--- config.mk ---
export PLATFORM = sky130hd
export DESIGN_NAME = float_format_converter_core
export DESIGN_NICKNAME = d
export VERILOG_FILES = /design/src/ffc_pkg.sv /design/src/float_format_converter_core.sv /design/src/ffc_half_to_single.sv /design/src/ffc_single_to_half.sv
export SDC_FILE = /design/constraint.sdc
export NUM_CORES = 1
export LEC_CHECK = 0
export BUFFER_PORTS_ARGS = -buffer_cell sky130_fd_sc_hd__buf_4
export CAP_MARGIN = 20
export CORE_MARGIN = 10
export CORE_UTILIZATION = 40
export CTS_BUF_LIST = sky130_fd_sc_hd__clkbuf_16
export DETAILED_ROUTE_END_ITERATION = 7
export PLACE_DENSITY_LB_ADDON = 0.08
export SLEW_MARGIN = 20
export SYNTH_ARGS = -nofsm -noshare
export SYNTH_HDL_FRONTEND = slang
export SYNTH_SLANG_ARGS = --single-unit
--- constraint.sdc ---
create_clock -name clk_i -period 4.85 [get_ports clk_i]
set_input_delay 0 -clock clk_i [delete_from_list [all_inputs] [get_ports clk_i]]
set_output_delay 0 -clock clk_i [all_outputs]
set_load 0.02 [all_outputs]
--- src/ffc_pkg.sv ---
// Shared command codes and format constants for the float format converter.
`default_nettype none

package ffc_pkg;

  typedef enum logic [1:0] {
    CMD_HALF_TO_SINGLE = 2'd0,
    CMD_BF16_TO_SINGLE = 2'd1,
    CMD_SINGLE_TO_HALF = 2'd2,
    CMD_SINGLE_TO_BF16 = 2'd3
  } cmd_e;

  localparam logic [7:0]  SingleExpMax    = 8'hff;
  localparam logic [7:0]  HalfToSingleAdj = 8'd112;
  localparam logic [7:0]  HalfSubnormBase = 8'd113;
  localparam logic [4:0]  HalfExpMax      = 5'h1f;
  localparam logic [15:0] HalfInf         = 16'h7c00;
  localparam logic [23:0] HalfRoundBit    = 24'h001000;
  localparam logic [31:0] Bf16RoundBias   = 32'h00007fff;

endpackage : ffc_pkg

`default_nettype wire

--- src/float_format_converter_core.sv ---
// Top level of the float format converter: input register, conversion logic, result register.
`default_nettype none

// Converts one raw floating-point bit pattern per item between half, bfloat16 and
// single precision, as picked by command_i. An item is taken at every clock edge
// where start is high; busy stays low, so a new item can enter every cycle. Each
// result appears on result_bits_o with done_o high for exactly one cycle: the item
// is captured in the input register, the conversion logic works on it, and the
// result register then loads the result. The receiver takes the result while
// done_o is high. Results leave in the order the items came in and cannot be held
// off by the receiver.
// 16-bit results sit in the low half of result_bits_o with the upper half zero.
module float_format_converter_core
  import ffc_pkg::*;
(
  input  wire logic        clk_i,
  input  wire logic        rst_ni,
  input  wire logic        start,
  output logic             busy,
  input  wire logic [1:0]  command_i,
  input  wire logic [31:0] source_bits_i,
  output logic             done_o,
  output logic      [31:0] result_bits_o
);

  logic        in_valid_q;
  logic [1:0]  cmd_q;
  logic [31:0] src_q;
  logic        out_valid_q;
  logic [31:0] result_q;
  logic [31:0] result_d;

  logic [31:0] h2s_bits;
  logic [15:0] s2h_bits;
  logic [31:0] bf16_sum;

  assign busy = 1'b0;

  always_ff @(posedge clk_i or negedge rst_ni) begin
    if (!rst_ni) begin
      in_valid_q  <= 1'b0;
      out_valid_q <= 1'b0;
    end else begin
      in_valid_q  <= start && !busy;
      out_valid_q <= in_valid_q;
    end
  end

  always_ff @(posedge clk_i) begin
    if (start && !busy) begin
      cmd_q <= command_i;
      src_q <= source_bits_i;
    end
    if (in_valid_q) begin
      result_q <= result_d;
    end
  end

  ffc_half_to_single u_h2s (
    .half_i   (src_q[15:0]),
    .single_o (h2s_bits)
  );

  ffc_single_to_half u_s2h (
    .single_i (src_q),
    .half_o   (s2h_bits)
  );

  // Round to nearest even by adding a bias; the 32-bit add wraps.
  assign bf16_sum = src_q + Bf16RoundBias + {31'd0, src_q[16]};

  always_comb begin
    case (cmd_e'(cmd_q))
      CMD_HALF_TO_SINGLE: result_d = h2s_bits;
      CMD_BF16_TO_SINGLE: result_d = {src_q[15:0], 16'd0};
      CMD_SINGLE_TO_HALF: result_d = {16'd0, s2h_bits};
      CMD_SINGLE_TO_BF16: result_d = {16'd0, bf16_sum[31:16]};
      default:            result_d = 32'd0;
    endcase
  end

  assign done_o        = out_valid_q;
  assign result_bits_o = result_q;

  a_item_gives_result: assert property (@(posedge clk_i) disable iff (!rst_ni)
    (start && !busy) |=> ##1 done_o)
    else $error("accepted item produced no result two cycles later");

  a_result_has_item: assert property (@(posedge clk_i) disable iff (!rst_ni)
    done_o |-> $past(in_valid_q))
    else $error("result strobe without a staged item");

  a_narrow_upper_zero: assert property (@(posedge clk_i) disable iff (!rst_ni)
    (in_valid_q && (cmd_q == CMD_SINGLE_TO_HALF || cmd_q == CMD_SINGLE_TO_BF16))
    |=> result_bits_o[31:16] == 16'd0)
    else $error("16-bit result has a nonzero upper half");

  a_bf16_widen_low_zero: assert property (@(posedge clk_i) disable iff (!rst_ni)
    (in_valid_q && cmd_q == CMD_BF16_TO_SINGLE)
    |=> result_bits_o == {$past(src_q[15:0]), 16'd0})
    else $error("bfloat16 widening result mismatch");

endmodule : float_format_converter_core

`default_nettype wire

--- src/ffc_half_to_single.sv ---
// Widening conversion from IEEE half precision to IEEE single precision.
`default_nettype none

module ffc_half_to_single
  import ffc_pkg::*;
(
  input  wire logic [15:0] half_i,
  output logic      [31:0] single_o
);

  logic        sign;
  logic [4:0]  expo;
  logic [9:0]  mant;
  logic [3:0]  shifts;
  logic [10:0] norm;
  logic [7:0]  sub_exp;

  assign sign = half_i[15];
  assign expo = half_i[14:10];
  assign mant = half_i[9:0];

  // Leading-zero count of a subnormal mantissa: the shift that brings the
  // top set bit up to the hidden-bit position.
  always_comb begin
    shifts = 4'd0;
    for (int i = 0; i < 10; i++) begin
      if (mant[i]) begin
        shifts = 4'(10 - i);
      end
    end
  end

  assign norm    = {1'b0, mant} << shifts;
  assign sub_exp = HalfSubnormBase - {4'd0, shifts};

  always_comb begin
    if (expo == 5'd0) begin
      if (mant == 10'd0) begin
        single_o = {sign, 31'd0};
      end else begin
        single_o = {sign, sub_exp, norm[9:0], 13'd0};
      end
    end else if (expo == HalfExpMax) begin
      single_o = {sign, SingleExpMax, mant, 13'd0};
    end else begin
      single_o = {sign, {3'd0, expo} + HalfToSingleAdj, mant, 13'd0};
    end
  end

endmodule : ffc_half_to_single

`default_nettype wire

--- src/ffc_single_to_half.sv ---
// Narrowing conversion from IEEE single to half precision, rounding ties away from zero.
`default_nettype none

module ffc_single_to_half
  import ffc_pkg::*;
(
  input  wire logic [31:0] single_i,
  output logic      [15:0] half_o
);

  logic        sign;
  logic [7:0]  efield;
  logic [22:0] mant;
  logic [3:0]  sub_shift;
  logic [23:0] sub_shifted;
  logic [24:0] sub_rounded;
  logic [23:0] norm_rounded;
  logic [4:0]  norm_exp;
  logic [5:0]  norm_exp_inc;

  assign sign   = single_i[31];
  assign efield = single_i[30:23];
  assign mant   = single_i[22:0];

  // Subnormal half range: efield 102..112 gives a right shift of 1..11.
  assign sub_shift    = 4'(HalfSubnormBase - efield);
  assign sub_shifted  = {1'b1, mant} >> sub_shift;
  assign sub_rounded  = {1'b0, sub_shifted} + {1'b0, HalfRoundBit};

  // Normal half range: efield 113..142, so the biased exponent is 1..30.
  assign norm_exp     = 5'(efield - HalfToSingleAdj);
  assign norm_rounded = {1'b0, mant} + HalfRoundBit;
  assign norm_exp_inc = {1'b0, norm_exp} + 6'd1;

  always_comb begin
    if (efield == SingleExpMax) begin
      if (mant == 23'd0) begin
        half_o = {sign, 15'd0} | HalfInf;
      end else begin
        half_o = {sign, 15'd0} | HalfInf | {6'd0, mant[22:13]} | 16'd1;
      end
    end else if (efield <= HalfToSingleAdj) begin
      if (efield < 8'd102) begin
        half_o = {sign, 15'd0};
      end else begin
        half_o = {sign, 4'd0, sub_rounded[23:13]};
      end
    end else if (efield >= 8'd143) begin
      half_o = {sign, 15'd0} | HalfInf;
    end else if (norm_rounded[23]) begin
      // Rounding carried out of the mantissa into the exponent.
      if (norm_exp_inc >= {1'b0, HalfExpMax}) begin
        half_o = {sign, 15'd0} | HalfInf;
      end else begin
        half_o = {sign, norm_exp_inc[4:0], 10'd0};
      end
    end else begin
      half_o = {sign, norm_exp, norm_rounded[22:13]};
    end
  end

endmodule : ffc_single_to_half

`default_nettype wire

==> key figures, run 1 <==
Run status
  – Status: completed

Logic synthesis
  – Syn_area_per_cell: 9.55 um^2
  – Synth warnings: 0
  – Fraction of registers with async set/reset: 0.0294
  – Yosys reg bits: 68
  – Synth top area cells: edfxtp_1, mux4_1, nand2_1
  – Ys flop type: edfxtp_1
  – Number of distinct library cells after synthesis: 73
  – Synthesized cell area: 5060 um^2
  – Gate Count Post-Synth: 530
  – Synth top area share: 0.392
  – Sequential cell area fraction in the yosys report: 0.402
  – Synth area leader: edfxtp_1
  – Number of synthesized flops with an enable pin: 66
  – Post-Synthesis Net Count: 577

STA
  – Max-slew violations: 0
  – Achievable Freq: 283 MHz
  – Worst Hold Margin: 0.0420 ns
  – Clock skew: 0.00360 ns
  – Crit path time final: 3.53 ns
  – RSZ-0062 raised after global routing: false
  – Final Cycle Share: 0.729
  – Actual slew at the worst max-slew pin: 0.988 ns
  – Final Hold Fails: 0
  – Final WS setup: 1.32 ns
  – Setup TNS: 0 ns
  – Setup violations, final: 0
  – Slew HR: 0.337

Floorplan
  – Die width: 132 um
  – # IOs: 71
  – Die Span Y: 132 um
  – Initial Utilization: 0.404
  – Die ar.: 17500 um^2
  – Core area: 12500 um^2
  – Row count: 41

Worst setup path
  – Slowest-stage cell, CP: edfxtp_1
  – CP top delay family: compound AO/OA/AOI/OAI gates
  – Critical path peak fanout: 24
  – CP dominant cell by count: and3_1
  – WP data required: 4.94 ns
  – Critical Path AT: 3.62 ns
  – Startpoint types: register
  – Worst Setup End Kind: register
  – Kind of critical path: register to register
  – Crit path buf inv count: 0
  – CP Cell Sequence: ha_1 > nand3_1 > and3_1 > o21ai_1 > o21ai_0 > and3_1 > a221o_1
  – Critical path's largest stage delay: 0.94 ns

CTS
  – Latest clock arrival within the worst-skew pair: 0.34 ns
  – Clock slew at reported path FFs: 0.05 ns
  – Clock buffer depth: 2
  – Clock sink count: 68
  – Inserted Clock Buffers: 9
  – H-Tree Depth: 3
  – Post-CTS setup buffers: 0
  – CTS tree: done
  – Clock root buffer: clkbuf_16

Placement
  – Placed inst area: 5620 um^2
  – Post-DP HPWL: 11100 um
  – Port Buffer Count: 69
  – Gpl congestion: 0.924
  – Worst slack at placement: 1.44 ns

Route
  – Vias per std cell: 5.91
  – Total number of vias: 4625
  – Drt drc: 0
  – Iter 0 DRT Violations: 595
  – Final ANT Viol Nets: 0
  – Routed len/inst: 19.8 um
  – Drt total wl: 15500 um
  – DR pass1 iterations: 5

Cells and area
  – Layout net count: 652
  – Highest-count cells in the layout ignoring fill and taps: buf_4, edfxtp_1, nand2_1, dlygate4sd3_1, nor2_1
  – Fillcell total: 1199
  – Most common cell after layout, fill and taps aside: buf_4
  – Multi-input gate area: 2730 um^2
  – Register Area: 2030 um^2
  – Antenna cells: 0
  – Area Overhead vs Synth: 23.7%
  – Final Cell Area: 6260 um^2
  – Share of layout cells above drive strength 1: 0.159
  – Core Util, Final: 0.500

Flow run
  – Total of max-cap violations: 0

GRT
  – Routing usage on met3: 0.0416
  – All-Layer GR Usage: 0.178
  – Met2 Use GR: 0.259
  – Largest net degree at the start of global routing: 36
  – Vias in the first global route: 4502
  – Overflow after GRT: 0
  – Initial antenna violation count: 0
  – First-pass GRT wire length: 25200 um
  – Met1 usage in global routing: 0.253
  – Grt peak-use layer: met2

Pwr
  – PD cells: 304 nW/um^2
  – VDD IR max: 0.240 mV
  – Static Leak: 2.29 nW

Hold path
  – Hold WC Path Type: input port to register
## cell usage after synthesis, drive strengths merged (5+ instances only)
| master | count |
|---|---|
| nor3 | 29 |
| mux4 | 10 |
| o21ai | 25 |
| a211oi | 12 |
| and3 | 12 |
| mux2i | 7 |
| nor4 | 7 |
| nand2 | 44 |
| o22ai | 7 |
| and2 | 5 |
| o211ai | 7 |
| edfxtp | 66 |
| nor2 | 32 |
| inv | 21 |
| and4 | 6 |
| or3 | 5 |
| a21oi | 31 |
| nand4 | 7 |
| a221oi | 7 |
| buf | 17 |
| clkbuf | 29 |
| a31oi | 6 |
| ha | 10 |
| xnor2 | 17 |
| nand2b | 7 |
| nand3 | 28 |
| o221ai | 5 |
## power by group
group / internal (mW) / total (mW) / switching [mW]
clock network: 0.390 / 0.636 / 0.246
logic: 0.207 / 0.482 / 0.275
registers: 0.710 / 0.788 / 0.0775
total: 1.31 / 1.91 / 0.598
## cell type report
cell class              instances  area share
inverters                      21      0.0126
clock buffers                   9      0.0360
clock inverters                 7     0.00959
multi-input cells             395       0.437
well taps                     172      0.0344
repair buffers                110       0.146
flip-flops and latches         68       0.325
## metrics by stage
stage	cells	total power, mW
final	782	1.91
after global routing	782	2.00
after CTS	782	1.92
after detailed placement	730	1.25
after global placement	730	1.26
after floorplan	530	1.09
## what timing repair did
item                                    4_1_cts  5_1_grt
hold endpoints to repair                     36        0
endpoints found under the setup margin        0        0
resized for setup                             0        0
hold buffers                                 36        0
## path summary, 6_finish.rpt
check                      depth (start not counted)                to  slack, ns        from
min in group asynchronous                          3            done_o       0.54      rst_ni
max in group asynchronous                          3        in_valid_q       4.19      rst_ni
min reg2reg                                        1            done_o       0.73  in_valid_q
min                                                1        in_valid_q       0.04       start
max                                                7  result_bits_o[2]       1.32   src_q[23]
max reg2reg                                        7  result_bits_o[2]       1.32   src_q[23]
## sequential cells by signal, indices dropped and copies added, names as in the netlist
name and flops:
src_q 32, cmd_q 2, in_valid_q 1, result_bits_o 32, done_o 1
## logic make-up (layout without fill, tap and decap cells)
logic type      Yosys count  after routing  synth area share
flops                    68             68             0.402
simple gates            202            202             0.211
fa+ha+maj                10             10            0.0247
other cells               1              1          0.000741
mux                      18             18            0.0665
buf+inv                  67            147            0.0581
xor+xnor                 21             21            0.0363
compound gates          143            143             0.201
## metal layers
layer / share of wire / routed length [um] / up-vias
met4: 0.018 / 278 / 0
met2: 0.44 / 6830 / 209
met3: 0.075 / 1170 / 24
li1: - / - / 2202
met1: 0.47 / 7240 / 2190
met5: 0 / 0 / -
## worst register-to-register path, delay by kind of cell, from the launching register on
| kind | cells | cell delay (ns) |
|---|---|---|
| AO/OA/AOI/OAI | 3 | 1.25 |
| AND/OR/NAND/NOR | 3 | 0.69 |
| flip-flops | 1 | 0.94 |
| adder cells (fa/ha/maj) | 1 | 0.41 |
(Power assumes the default switching activity.)
==> run 2, diff against run 1 <==
- ABC_AREA: default -> 1
- clock period: 4.85 -> 3.4 ns (I/O delays scaled with it)
==> run 2 against run 1 <==
Sequential cell count did not move. Utilization is 1.9 points higher. Critical path depth rose by 8. Worst setup slack worse by 0.70 ns. Design area increased by 0.40%. Maximum frequency rose by 27%. Largest power group unchanged. Via count grew 4.7%. Register-to-register slack worse by 0.70 ns.
==> key figures, run 2 <==
Route
  – DR pass1 iterations: 6
  – Routed len/inst: 16.9 um
  – Vias per std cell: 5.25
  – Drt drc: 0
  – Iter 0 DRT Violations: 416
  – Drt total wl: 15500 um
  – Total number of vias: 4842
  – Final ANT Viol Nets: 0

GRT
  – Largest net degree at the start of global routing: 36
  – Overflow after GRT: 0
  – All-Layer GR Usage: 0.178
  – Initial antenna violation count: 0
  – Vias in the first global route: 4630
  – First-pass GRT wire length: 25100 um

Worst setup path
  – Startpoint types: register
  – CP Cell Sequence: inv_1 > ha_1 > inv_2 > nand3_2 > nand2_1 > nand2_2 > inv_1 > ha_1 > nand2_2 > nor2_4 > nand4_1 > nand2_1 > o21ai_1 > nand2_1 > nand2_1
  – Critical path's largest stage delay: 0.46 ns
  – Slowest-stage cell, CP: edfxtp_1
  – Worst Setup End Kind: register
  – Kind of critical path: register to register
  – Reg2Reg Depth: 15
  – CP dominant cell by count: nand2_1
  – Worst R2R Start: src_q[25]
  – WP data required: 3.47 ns
  – Critical path peak fanout: 13
  – Critical Path AT: 2.86 ns
  – Worst Setup SP: src_q[25]

Logic synthesis
  – Multiplexer share of the synthesized area: 0
  – Most instantiated cells after synthesis: nand2_1, nand3_1, edfxtp_1
  – Number of distinct library cells after synthesis: 50
  – Compound-Gate Fraction of Synth Area: 0.126
  – Synthesized cell area: 4990 um^2
  – Largest family of logic cells by synthesized area: simple AND/OR/NAND/NOR gates
  – Number of synthesized flops with an enable pin: 66
  – Synth warnings: 0
  – Count leader, synth: nand2_1
  – Yosys reg bits: 68
  – Ys flop type: edfxtp_1
  – Simple-gate share of the synthesized area: 0.338
  – Sequential cell area fraction in the yosys report: 0.408
  – Synth top area cells: edfxtp_1, nand2_1, nand3_1
  – Synth area leader: edfxtp_1
  – Gate Count Post-Synth: 643
  – Post-Synthesis Net Count: 690
  – Synth top area share: 0.397
  – Fraction of registers with async set/reset: 0.0294
  – Adder-cell area share of the yosys netlist: 0.0251
  – Post-Synth XOR/XNOR Area: 0.0231
  – Syn_area_per_cell: 7.75 um^2

STA
  – Final WS setup: 0.618 ns
  – Final Cycle Share: 0.818
  – Achievable Freq: 359 MHz
  – RSZ-0062 raised after global routing: false
  – Worst Hold Margin: 0.00951 ns
  – Max-slew violations: 0
  – Final Hold Fails: 0
  – Actual slew at the worst max-slew pin: 1.05 ns
  – Setup violations, final: 0
  – Clock skew: 0.0125 ns
  – Setup TNS: 0 ns
  – Slew HR: 0.297
  – Crit path time final: 2.78 ns

Floorplan
  – Initial Utilization: 0.412
  – Die ar.: 17300 um^2
  – Die width: 132 um
  – # IOs: 71
  – Die Span Y: 132 um
  – Core area: 12100 um^2
  – Row count: 40

Placement
  – Gpl congestion: 0.904
  – Port Buffer Count: 69
  – Post-DP HPWL: 11900 um
  – Worst slack at placement: 0.664 ns
  – Placed inst area: 5640 um^2

Cells and area
  – Highest-count cells in the layout ignoring fill and taps: nand2_1, nand3_1, buf_4, edfxtp_1, inv_1
  – Most common cell after layout, fill and taps aside: nand2_1
  – Antenna cells: 0
  – Multi-input gate area: 2560 um^2
  – Final Cell Area: 6290 um^2
  – Fillcell total: 1172
  – Area Overhead vs Synth: 26.1%
  – Share of layout cells above drive strength 1: 0.196
  – Layout net count: 796
  – Register Area: 2030 um^2

Flow run
  – Total of max-cap violations: 0

Pwr
  – VDD IR max: 0.313 mV
  – PD cells: 438 nW/um^2
  – Static Leak: 2.72 nW
  – Total power: 2.76 mW

CTS
  – Clock slew at reported path FFs: 0.07 ns
  – Latest clock arrival within the worst-skew pair: 0.35 ns
  – Inserted Clock Buffers: 9
  – Resized cells post-CTS: 0
  – Clock sink count: 68
  – H-Tree Depth: 3
  – CTS tree: done
  – Clock buffer depth: 2
  – Clock root buffer: clkbuf_16

Hold path
  – Min-Delay Path Depth: 1
  – Hold_sp: start
  – Hold WC Path Type: input port to register

Run status
  – Status: completed
-- run 2: worst max-delay path, delay by kind of cell, from the launching register on --
family          cells  cell delay [ns]
simple gates        9             0.93
fa+ha+maj           2             0.62
compound gates      1             0.07
flops               1             0.46
buf+inv             3             0.42
-- run 2: kinds of logic (layout without fill, tap and decap cells) --
group                    count (synthesis)  after routing
AND/OR/NAND/NOR                        358            358
AO/OA/AOI/OAI                          107            107
buffers and inverters                   88            199
flip-flops                              68             68
XOR/XNOR                                11             11
adder cells (fa/ha/maj)                 10             10
other                                    1              1
-- run 2: stage by stage --
step,cells,util
after global placement,870,0.466
after detailed placement,870,0.466
after CTS,922,0.519
final,922,0.519
after floorplan,643,-
after global routing,922,0.519
-- run 2: path summary, 6_finish.rpt --
check	endpoint	slack (ns)
worst max-delay path	result_bits_o[7]	0.62
worst min-delay path	in_valid_q	0.01
worst max register to register	result_bits_o[7]	0.62
worst min register to register	done_o	0.38
max in group asynchronous	done_o	2.77
min in group asynchronous	in_valid_q	0.51
-- run 2: power breakdown --
group	internal, mW	total, mW	switching [mW]
clock network	0.505	0.909	0.404
registers	1.01	1.08	0.0708
logic	0.273	0.764	0.491
-- run 2: layout make-up --
cell class | count | share of cell area
timing repair buffer | 111 | 0.147
multi-input combinational | 487 | 0.407
tap | 168 | 0.0334
inverter | 72 | 0.0442
sequential | 68 | 0.323
clock buffer | 9 | 0.0358
clock inverter | 7 | 0.00975
-- run 2: timing repair --
item | CTS | global route
hold buffers | 36 | 0
endpoints found under the hold margin | 36 | 0
buffers inserted | 0 | 0
-- run 2: metal layers --
metal,track usage,part of all wire,vias to the layer above
met5,0,0,-
met4,0.0377,0.0092,0
met3,0.0454,0.072,17
met2,0.277,0.45,189
met1,0.243,0.47,2245
li1,-,-,2391
==> run 3, diff against run 2 <==
- clock period: 3.4 -> 2.9 ns (I/O delays scaled with it)
==> run 3 against run 2 <==
Clock skew is 0.0031 ns lower. Total power is 17% higher. Design area is 1.4% higher. Sequential power is 18% higher. Die area stayed put. Largest cell class unchanged.
==> key figures, run 3 (synthesis results as in run 2) <==
Run status
  – Status: completed

Route
  – WL met3: 885 um
  – Top Metal Used: met4
  – Drt drc: 0
  – Met1 WL: 7530 um
  – Met2 WL: 6970 um
  – Iter 0 DRT Violations: 450
  – Drt total wl: 15600 um
  – Final ANT Viol Nets: 0
  – Total number of vias: 4875
  – Routed len/inst: 16.7 um
  – DR pass1 iterations: 5
  – Vias per std cell: 5.22

STA
  – Slew HR: 0.605
  – Final Hold Fails: 0
  – Crit path time final: 2.71 ns
  – Max-slew violations: 0
  – RSZ-0062 raised after global routing: false
  – Achievable Freq: 369 MHz
  – Actual slew at the worst max-slew pin: 0.591 ns
  – Setup violations, final: 0
  – Final Cycle Share: 0.934
  – Final WS setup: 0.192 ns
  – Clock skew: 0.00946 ns
  – Setup TNS: 0 ns

Pwr
  – PD cells: 508 nW/um^2
  – Static Leak: 2.78 nW
  – VDD IR max: 0.322 mV
  – Total power: 3.24 mW

Cells and area
  – Antenna cells: 0
  – Area Overhead vs Synth: 27.9%
  – Layout Cells excl Fill: 934
  – Most common cell after layout, fill and taps aside: nand2_1
  – Layout net count: 808
  – Fillcell total: 1191
  – Share of layout cells above drive strength 1: 0.209
  – Core Util, Final: 0.526
  – Highest-count cells in the layout ignoring fill and taps: nand2_1, buf_4, nand3_1, edfxtp_1, inv_1

CTS
  – Post-CTS setup buffers: 0
  – Clock root buffer: clkbuf_16
  – H-Tree Depth: 3
  – Clock slew at reported path FFs: 0.06 ns
  – Latest clock arrival within the worst-skew pair: 0.35 ns
  – Clock buffer depth: 2
  – Clock sink count: 68
  – Inserted Clock Buffers: 9
  – CTS tree: done

GRT
  – First-pass GRT wire length: 25200 um
  – Vias in the first global route: 4749
  – Largest net degree at the start of global routing: 36
  – Overflow after GRT: 0
  – Initial antenna violation count: 0
  – All-Layer GR Usage: 0.178

Floorplan
  – Initial Utilization: 0.412
  – Row count: 40
  – Die Span Y: 132 um
  – Die width: 132 um
  – Die ar.: 17300 um^2
  – Core area: 12100 um^2
  – # IOs: 71

Placement
  – Port Buffer Count: 69
  – Worst slack at placement: 0.196 ns
  – Post-DP HPWL: 12200 um
  – Gpl congestion: 0.948
  – Placed cell count: 882

Worst setup path
  – Critical path peak fanout: 13
  – Startpoint types: register
  – Kind of critical path: register to register
  – Critical path's largest stage delay: 0.60 ns
  – WP data required: 2.97 ns
  – Worst Setup End Kind: register
  – Slowest-stage cell, CP: edfxtp_1
  – Critical Path AT: 2.78 ns
  – CP Cell Sequence: ha_1 > nand2_1 > inv_1 > nand2_2 > nand2_1 > o21ai_0 > inv_1 > nor2_1 > nand3_1 > o2111ai_1 > o21ai_0

Hold path
  – Hold WC Path Type: input port to register

Flow run
  – Total of max-cap violations: 0
run 3: cell count changes in the layout (fill, tap and decap cells not counted):
cell / previous run / this run
buf_4: 75 / 87
clkinv_4: 3 / 1
clkinvlp_4: 2 / 3
inv_6: 2 / 3
run 3: path summary, 6_finish.rpt:
kind / startpoint / to / slack, ns / depth (start not counted)
max in group asynchronous: rst_ni / done_o / 2.26 / 3
setup reg to reg: src_q[23] / result_bits_o[11] / 0.19 / 11
min in group asynchronous: rst_ni / in_valid_q / 0.52 / 3
hold reg to reg: in_valid_q / done_o / 0.38 / 0
setup / recovery: src_q[23] / result_bits_o[11] / 0.19 / 11
hold / removal: start / in_valid_q / 0.008 / 1
run 3: routing by layer:
metal / vias to the layer above / global-route usage
met1: 2256 / 0.243
met3: 21 / 0.0332
li1: 2423 / -
met2: 175 / 0.280
met4: 0 / 0.0538
met5: - / 0
run 3: timing repair:
item	CTS	global route
endpoints found under the setup margin	0	0
resized for setup	0	0
hold endpoints to repair	36	0
hold buffers	36	0
run 3: through the flow:
stage | instance area [um^2] | hold WS, ns
2_1_floorplan | 4990 | -0.296
3_3_place_gp | 5730 | -0.217
3_5_place_dp | 5730 | -0.214
4_1_cts | 6370 | 0.00686
5_1_grt | 6370 | 0.0152
6_report | 6370 | 0.00785
run 3: layout make-up:
cell class	count	area [um^2]	share of cell area
inverters	72	278	0.0436
clock inverters	7	60.1	0.00942
well taps	168	210	0.0330
multi-input cells	487	2560	0.401
flip-flops and latches	68	2030	0.319
clock buffers	9	225	0.0353
repair buffers	123	1010	0.159
run 3: worst max-delay path, delay by kind of cell (launching register included):
family          cells  cell delay [ns]
fa+ha+maj           1             0.31
simple gates        5             0.65
flops               1             0.60
compound gates      3             0.67
buf+inv             2             0.18
run 3: power breakdown:
group	internal (mW)	leakage (nW)	switching, mW	total, mW
clock	0.591	0.131	0.458	1.05
combinational	0.337	1.98	0.582	0.919
sequential	1.19	0.664	0.0821	1.27
total	2.12	2.78	1.12	3.24
